===== src/lfr_pkg.sv =====
// lfr_pkg: shared types, constants and codes of the lfu frame table
// used by lfr_scan and lfu_frame_replacement
package lfr_pkg;

  localparam int MAX_FRAMES = 32;
  localparam int IDX_W      = $clog2(MAX_FRAMES);
  localparam int ID_W       = 8;
  localparam int CNT_W      = 16;
  localparam int STAMP_W    = 16;
  localparam int CFG_W      = 6;
  localparam int ACT_W      = 2;
  localparam int PADDR_W    = 3;

  localparam logic [CNT_W-1:0]   CNT_MAX     = '1;
  localparam logic [STAMP_W-1:0] STAMP_MAX   = '1;
  localparam logic [CFG_W-1:0]   FRAMES_RST  = CFG_W'(MAX_FRAMES);
  localparam logic [CFG_W-1:0]   FRAMES_MAX  = CFG_W'(MAX_FRAMES);
  localparam logic [IDX_W-1:0]   LAST_IDX_MAX = IDX_W'(MAX_FRAMES - 1);

  // register index of the configuration port
  localparam logic [PADDR_W-3:0] REG_FRAMES_IN_USE = '0;

  // result action codes
  localparam logic [ACT_W-1:0] ACT_HIT   = 2'd0;
  localparam logic [ACT_W-1:0] ACT_FILL  = 2'd1;
  localparam logic [ACT_W-1:0] ACT_EVICT = 2'd2;

  // one frame of the table as stored in memory
  typedef struct packed {
    logic [ID_W-1:0]    id;
    logic [CNT_W-1:0]   count;
    logic [STAMP_W-1:0] stamp;
  } frame_t;

  // control from the sequencer to the scan tracker
  typedef struct packed {
    logic             clear;
    logic             eval;
    logic [IDX_W-1:0] idx;
  } scan_ctl_t;

  // findings of one scan
  typedef struct packed {
    logic             match_found;
    logic [IDX_W-1:0] match_idx;
    frame_t           match_entry;
    logic             empty_found;
    logic [IDX_W-1:0] empty_idx;
    logic [IDX_W-1:0] victim_idx;
    frame_t           victim_entry;
  } scan_res_t;

  typedef enum logic [1:0] {
    ST_IDLE,
    ST_SCAN,
    ST_LAST,
    ST_WRITE
  } seq_state_t;

endpackage


===== src/lfr_ram.sv =====
// lfr_ram: generic single-port synchronous ram with registered read
// no dependencies
module lfr_ram #(
  parameter int WIDTH = 8,
  parameter int DEPTH = 32
) (
  input  logic                     clk,
  input  logic                     we,
  input  logic                     re,
  input  logic [$clog2(DEPTH)-1:0] addr,
  input  logic [WIDTH-1:0]         wdata,
  output logic [WIDTH-1:0]         rdata
);

  logic [WIDTH-1:0] mem [DEPTH];

  // write and registered read
  always_ff @(posedge clk) begin
    if (we) begin
      mem[addr] <= wdata;
    end
    if (re) begin
      rdata <= mem[addr];
    end
  end

endmodule


===== src/lfr_scan.sv =====
// lfr_scan: tracks first match, first empty frame and lfu victim over a scan
// depends on lfr_pkg
module lfr_scan import lfr_pkg::*; (
  input  logic            clk,
  input  logic            rst,
  input  scan_ctl_t       ctl,
  input  logic [ID_W-1:0] cand,
  input  frame_t          entry,
  output scan_res_t       res
);

  logic better;

  // lower count wins, older stamp on a tie, earlier frame otherwise
  assign better = (entry.count < res.victim_entry.count) ||
                  ((entry.count == res.victim_entry.count) &&
                   (entry.stamp < res.victim_entry.stamp));

  // found flags, captured frames and indexes
  always_ff @(posedge clk) begin
    if (rst || ctl.clear) begin
      res.match_found <= 1'b0;
      res.empty_found <= 1'b0;
    end else if (ctl.eval) begin
      if (!res.match_found && (entry.id == cand)) begin
        res.match_found <= 1'b1;
      end
      if (!res.empty_found && (entry.id == '0)) begin
        res.empty_found <= 1'b1;
      end
    end
    if (ctl.eval) begin
      if (!res.match_found && (entry.id == cand)) begin
        res.match_idx   <= ctl.idx;
        res.match_entry <= entry;
      end
      if (!res.empty_found && (entry.id == '0)) begin
        res.empty_idx <= ctl.idx;
      end
      if ((ctl.idx == '0) || better) begin
        res.victim_idx   <= ctl.idx;
        res.victim_entry <= entry;
      end
    end
  end

endmodule


===== src/lfu_frame_replacement.sv =====
// lfu_frame_replacement: lfu frame table, one frame read per cycle
// the scan reads frames 0 to n-1 in turn, n = active frames, through the
// single ram read port; new words stall until the result word is loaded
// reset clears per-frame valid bits at once (no clearing pass), item index
// to zero and frames_in_use to 32; a zero id is not scanned or written
module lfu_frame_replacement import lfr_pkg::*; (
  input  logic               clk,
  input  logic               rst,
  // input channel
  input  logic               in_valid,
  output logic               in_stall,
  input  logic [ID_W-1:0]    candidate_id,
  // output channel
  output logic               out_valid,
  input  logic               out_stall,
  output logic [ACT_W-1:0]   action,
  output logic [IDX_W-1:0]   frame_index,
  output logic [ID_W-1:0]    evicted_id,
  output logic [CNT_W-1:0]   hit_count,
  // configuration port
  input  logic               psel,
  input  logic               penable,
  input  logic               pwrite,
  input  logic [PADDR_W-1:0] paddr,
  input  logic [31:0]        pwdata,
  output logic [31:0]        prdata,
  output logic               pready
);

  seq_state_t              state, state_next;
  logic [CFG_W-1:0]        frames_in_use;
  logic [STAMP_W-1:0]      item_index;
  logic [ID_W-1:0]         cand;
  logic [STAMP_W-1:0]      stamp;
  logic                    cand_zero;
  logic [IDX_W-1:0]        last_idx, last_idx_cfg;
  logic [IDX_W-1:0]        scan_idx;
  logic                    rd_pend;
  logic [IDX_W-1:0]        rd_idx;
  logic [MAX_FRAMES-1:0]   frame_valid;
  logic                    in_accept, can_load;
  logic                    ram_we, ram_re;
  logic [IDX_W-1:0]        ram_addr;
  frame_t                  ram_wdata, ram_rdata, entry;
  scan_ctl_t               scan_ctl;
  scan_res_t               scan_res;
  logic [ACT_W-1:0]        res_action;
  logic [IDX_W-1:0]        res_idx;
  logic [ID_W-1:0]         res_evicted;
  logic [CNT_W-1:0]        res_hits;
  logic                    res_write;
  frame_t                  res_frame;
  logic [CNT_W-1:0]        match_cnt_inc;

  // configuration register
  assign pready = 1'b1;
  always_ff @(posedge clk) begin
    if (rst) begin
      frames_in_use <= FRAMES_RST;
    end else if (psel && penable && pwrite &&
                 (paddr[PADDR_W-1:2] == REG_FRAMES_IN_USE)) begin
      frames_in_use <= pwdata[CFG_W-1:0];
    end
  end

  always_comb begin
    prdata = '0;
    if (paddr[PADDR_W-1:2] == REG_FRAMES_IN_USE) begin
      prdata[CFG_W-1:0] = frames_in_use;
    end
  end

  // last frame taking part, zero acts as one, large values clamp
  always_comb begin
    if (frames_in_use == '0) begin
      last_idx_cfg = '0;
    end else if (frames_in_use > FRAMES_MAX) begin
      last_idx_cfg = LAST_IDX_MAX;
    end else begin
      last_idx_cfg = IDX_W'(frames_in_use - CFG_W'(1));
    end
  end

  assign in_stall  = (state != ST_IDLE);
  assign in_accept = in_valid && !in_stall;
  assign can_load  = !out_valid || !out_stall;

  // word capture and item index
  always_ff @(posedge clk) begin
    if (rst) begin
      item_index <= '0;
    end else if (in_accept && (item_index != STAMP_MAX)) begin
      item_index <= item_index + STAMP_W'(1);
    end
  end

  always_ff @(posedge clk) begin
    if (in_accept) begin
      cand      <= candidate_id;
      stamp     <= item_index;
      cand_zero <= (candidate_id == '0);
      last_idx  <= last_idx_cfg;
    end
  end

  // sequencer state register
  always_ff @(posedge clk) begin
    if (rst) begin
      state <= ST_IDLE;
    end else begin
      state <= state_next;
    end
  end

  // next state and memory control
  always_comb begin
    state_next = state;
    ram_re     = 1'b0;
    ram_we     = 1'b0;
    ram_addr   = scan_idx;
    case (state)
      ST_IDLE: begin
        if (in_accept) begin
          state_next = (candidate_id == '0) ? ST_WRITE : ST_SCAN;
        end
      end
      ST_SCAN: begin
        ram_re = 1'b1;
        if (scan_idx == last_idx) begin
          state_next = ST_LAST;
        end
      end
      ST_LAST: begin
        state_next = ST_WRITE;
      end
      ST_WRITE: begin
        ram_addr = res_idx;
        if (can_load) begin
          ram_we     = res_write;
          state_next = ST_IDLE;
        end
      end
      default: begin
        state_next = ST_IDLE;
      end
    endcase
  end

  // scan address and read tracking
  always_ff @(posedge clk) begin
    if (rst) begin
      scan_idx <= '0;
      rd_pend  <= 1'b0;
    end else begin
      rd_pend <= ram_re;
      if (in_accept) begin
        scan_idx <= '0;
      end else if (ram_re) begin
        scan_idx <= scan_idx + IDX_W'(1);
      end
    end
  end

  always_ff @(posedge clk) begin
    if (ram_re) begin
      rd_idx <= scan_idx;
    end
  end

  // frame valid bits, a frame never written reads as empty
  always_ff @(posedge clk) begin
    if (rst) begin
      frame_valid <= '0;
    end else if (ram_we) begin
      frame_valid[res_idx] <= 1'b1;
    end
  end

  assign entry = frame_valid[rd_idx] ? ram_rdata : '0;

  lfr_ram #(
    .WIDTH ($bits(frame_t)),
    .DEPTH (MAX_FRAMES)
  ) u_ram (
    .clk   (clk),
    .we    (ram_we),
    .re    (ram_re),
    .addr  (ram_addr),
    .wdata (ram_wdata),
    .rdata (ram_rdata)
  );

  assign scan_ctl.clear = in_accept;
  assign scan_ctl.eval  = rd_pend;
  assign scan_ctl.idx   = rd_idx;

  lfr_scan u_scan (
    .clk   (clk),
    .rst   (rst),
    .ctl   (scan_ctl),
    .cand  (cand),
    .entry (entry),
    .res   (scan_res)
  );

  // decision after the scan
  assign match_cnt_inc = (scan_res.match_entry.count == CNT_MAX) ?
                         CNT_MAX : scan_res.match_entry.count + CNT_W'(1);

  always_comb begin
    res_action      = ACT_HIT;
    res_idx         = '0;
    res_evicted     = '0;
    res_hits        = '0;
    res_write       = 1'b0;
    res_frame.id    = cand;
    res_frame.count = CNT_W'(1);
    res_frame.stamp = stamp;
    if (cand_zero) begin
      res_write = 1'b0;
    end else if (scan_res.match_found) begin
      res_action      = ACT_HIT;
      res_idx         = scan_res.match_idx;
      res_hits        = match_cnt_inc;
      res_write       = 1'b1;
      res_frame.count = match_cnt_inc;
      res_frame.stamp = scan_res.match_entry.stamp;
    end else if (scan_res.empty_found) begin
      res_action = ACT_FILL;
      res_idx    = scan_res.empty_idx;
      res_hits   = CNT_W'(1);
      res_write  = 1'b1;
    end else begin
      res_action  = ACT_EVICT;
      res_idx     = scan_res.victim_idx;
      res_evicted = scan_res.victim_entry.id;
      res_hits    = CNT_W'(1);
      res_write   = 1'b1;
    end
  end

  assign ram_wdata = res_frame;

  // output word register
  always_ff @(posedge clk) begin
    if (rst) begin
      out_valid <= 1'b0;
    end else if ((state == ST_WRITE) && can_load) begin
      out_valid <= 1'b1;
    end else if (!out_stall) begin
      out_valid <= 1'b0;
    end
  end

  always_ff @(posedge clk) begin
    if ((state == ST_WRITE) && can_load) begin
      action      <= res_action;
      frame_index <= res_idx;
      evicted_id  <= res_evicted;
      hit_count   <= res_hits;
    end
  end

endmodule

===== config.mk =====
export PLATFORM = sky130hd
export DESIGN_NAME = lfu_frame_replacement
export DESIGN_NICKNAME = d
export VERILOG_FILES = /design/src/lfr_pkg.sv /design/src/lfr_ram.sv /design/src/lfr_scan.sv /design/src/lfu_frame_replacement.sv
export SDC_FILE = /design/constraint.sdc
export NUM_CORES = 2
export LEC_CHECK = 0
export ABC_AREA = 1
export BUFFER_PORTS_ARGS = -buffer_cell sky130_fd_sc_hd__buf_2
export CORE_MARGIN = 2
export CORE_UTILIZATION = 45
export CTS_CLUSTER_DIAMETER = 60
export DETAILED_ROUTE_END_ITERATION = 8
export GPL_TIMING_DRIVEN = 0
export PLACE_DENSITY = 0.63
export SLEW_MARGIN = 20
export SYNTH_ARGS = -nofsm -noshare
export SYNTH_HDL_FRONTEND = slang
export SYNTH_HIERARCHICAL = 1
export SYNTH_SLANG_ARGS = --single-unit

===== constraint.sdc =====
create_clock -name clk -period 7 [get_ports clk]
set_input_delay 0.7 -clock clk [delete_from_list [all_inputs] [get_ports clk]]
set_output_delay 0.7 -clock clk [all_outputs]
set_load 0.005 [all_outputs]

==> flow_summary.yaml <==
floorplan:
  dieArea_um2: 147000
  design.core.area_um2: 143000
  pin_count: 116
  initial_utilization: 0.452
  fp.dieW_um: 383
  die_h_um: 383
  fp-row-count: 139
sta:
  slew_headroom: 0.175
  fin_skew_ns: 0.0296
  fmax_mhz: 182
  final_hold_viol_count: 0
  rsz0062_at_grt: "no"
  post-route-period-util: 0.786
  fin_ws_ns: 1.50
  worst_pin_slew_ns: 1.23
  fin_setup_tns_ns: 0
  setup_viol_count_final: 0
  layout_min_cycle_time_ns: 5.50
  maxSlewViolCount: 0
setup_path:
  crit_start: "cand_zero$_DFFE_PP_"
  crit_arrival_ns: 5.99
  crit_end: "u_ram/mem[13][26]$_DFFE_PP_"
  crit_path_start_kind: "flip-flop"
  timing.rr.start: "cand_zero$_DFFE_PP_"
  cp_num_cells: 12
  critical_path.max_fanout: 19
  crit_family: "simple AND/OR/NAND/NOR gates"
  slowest_delay_ns: 0.84
  cp_cell_sequence: "nor2_4 -> nand2_2 -> nor2_1 -> nor2_4 -> o21ai_0 -> buf_2 -> buf_4 -> buf_2 -> buf_2 -> nand3_1 -> nor2_4 -> buf_12"
  r2r_end: "u_ram/mem[13][26]$_DFFE_PP_"
  cpMaxStageDelayCell: "nor2_4"
  worst-path-buf-inv: 5
  worst-r2r-cell-count: 12
  required_ns: 7.49
  crit_type: "reg -> reg"
  critPathCaptureType: "flip-flop"
  r2r_slack_ns: 1.50
clock_network:
  clk_path_buf_depth: 3
  clock-sinks: 1538
  hold_buffers: 0
  postCtsSetupBuffers: 0
  cts_resized: 0
  cts_root_buf: "clkbuf_16"
  cts_inserted_buffers: 159
  path_clk_slew_ns: 0.06
  cts_max_level: 4
  cts_tree: "built"
  insertion_delay_ns: 0.80
placed_design:
  dp_hpwl_mm: 122
  gp_congestion: 0.887
  dp.cells: 8349
  portBuffers: 60
  place_ws_ns: 1.62
  dpl-instance-area_um2: 69900
detailed_routing:
  wire_per_inst_um: 21.3
  ant_nets: 0
  drt_iter0_drc: 5116
  num_vias: 44715
  firstDrtPassIters: 8
  drc: 0
  vias_per_cell: 5.18
  totalWireLength_mm: 184
power:
  leakage_nw: 31.7
  share_comb_of_total_power: 0.198
  p_clk_frac: 0.348
  p_switching_mw: 7.18
  internal_power_mw: 16.6
  finalPower_mw: 23.8
  peakVddDrop_v: 0.000303
  swShare: 0.301
  cellPowerDensity_nw_per_um2: 318
  seqPwrFrac: 0.454
final_layout:
  drive_gt1_frac: 0.106
  fin_area_um2: 75000
  diodes: 0
  fill_cells: 12287
  num-nets-final: 6697
  layout.cells.non_filler: 8632
  syn_to_final_growth_pct: 15.9
logic_synthesis:
  syn_avg_cell_area_um2: 10.3
  yosysWarnings: 6
  syn-cell-area_um2: 64700
  syn_inst: 6266
run_status:
  outcome: "finished, final reports clean"
min_path:
  hp-class: "in -> reg"
global_route:
  grt_start_max_net_pins: 35
  grt_use_total: 0.249
  grt_pass1_vias: 41596
  grt_pass1_wl_mm: 267
  antenna_found_initial: 8
  grt.overflow.total: 0
flow_run:
  maxCapViolCount: 0
==> stage by stage <==
step                 util  hold slack, ns
detailed placement  0.488           0.441
CTS                 0.524          0.0527
global placement    0.471           0.437
finish              0.524           0.105
global route        0.524          0.0688
floorplan               -           0.430
==> layout make-up <==
type	count	area, µm²	share of cell area
buffer	297	1480	0.0197
clock buffer	193	4310	0.0575
clock inverter	90	761	0.0101
inverter	198	743	0.00992
multi-input combinational	4258	17500	0.233
sequential	1538	45500	0.607
tap	1903	2380	0.0318
timing repair buffer	155	2300	0.0306
==> metal layers <==
metal | routed length, µm | GRT usage
met3 | 17300 | 0.0440
met4 | 7220 | 0.0980
met5 | 37 | 0
met2 | 84400 | 0.394
met1 | 74600 | 0.343
==> power by group through the flow <==
| stage | Clock, mW | Sequential [mW] | Combinational, mW |
|---|---|---|---|
| after floorplan | 0 | 11.0 | 2.77 |
| after global placement | 0 | 11.1 | 4.35 |
| after detailed placement | 0 | 11.0 | 4.64 |
| after CTS | 8.40 | 10.8 | 4.67 |
| after global routing | 8.74 | 10.8 | 5.18 |
| final | 8.28 | 10.8 | 4.72 |
==> how the worst min path moves through the flow <==
stage,startpoint,endpoint,cells after the start
final,candidate_id[6],cand[6]$_DFFE_PP_,1
after global routing,candidate_id[5],cand[5]$_DFFE_PP_,1
after CTS,candidate_id[5],cand[5]$_DFFE_PP_,1
after detailed placement,frame_valid[4]$_SDFFE_PP0P_,frame_valid[4]$_SDFFE_PP0P_,2
after global placement,frame_valid[8]$_SDFFE_PP0P_,frame_valid[8]$_SDFFE_PP0P_,2
after floorplan,frame_valid[0]$_SDFFE_PP0P_,frame_valid[0]$_SDFFE_PP0P_,2
==> sequential cells by signal, indices dropped and copies added (netlist names) <==
register	cells
action	2
cand	8
cand_zero	1
evicted_id	8
frame_index	5
frame_valid	32
frames_in_use	6
hit_count	16
item_index	16
last_idx	5
out_valid	1
rd_idx	5
rd_pend	1
scan_idx	5
stamp	16
state	2
u_ram/mem	1280
u_ram/rdata	40
u_scan/res	89
==> cells in the final DEF (no fill, tap or decap), types with 4 or more instances in the layout <==
cell / n
buf_4: 36
clkinvlp_4: 5
clkinv_2: 30
clkinv_1: 38
nand2_1: 3639
ha_1: 39
dfxtp_1: 65
nor2_2: 8
nor2_1: 224
nor3_1: 12
nand3_2: 4
buf_1: 15
clkbuf_1: 96
o21ai_0: 15
nor3_2: 8
xnor2_1: 10
inv_2: 22
nand3_1: 66
bufinv_16: 12
buf_2: 230
a21oi_4: 7
clkbuf_16: 168
buf_16: 25
conb_1: 27
xor2_1: 16
inv_1: 175
nor2_4: 44
buf_12: 55
nor3_4: 4
buf_8: 11
buf_6: 5
edfxtp_1: 1473
nand4_1: 7
o21ai_1: 5
a21oi_1: 75
nand2_2: 22
==> worst register-to-register path, cell delays in order (launching register included) <==
cell and delay, ns:
edfxtp_1 0.53, nor2_4 0.27, nand2_2 0.09, nor2_1 0.19, nor2_4 0.10, o21ai_0 0.63, buf_2 0.27, buf_4 0.31
buf_2 0.59, buf_2 0.37, nand3_1 0.71, nor2_4 0.85, buf_12 0.28
Power figures use the tool's default switching activity.
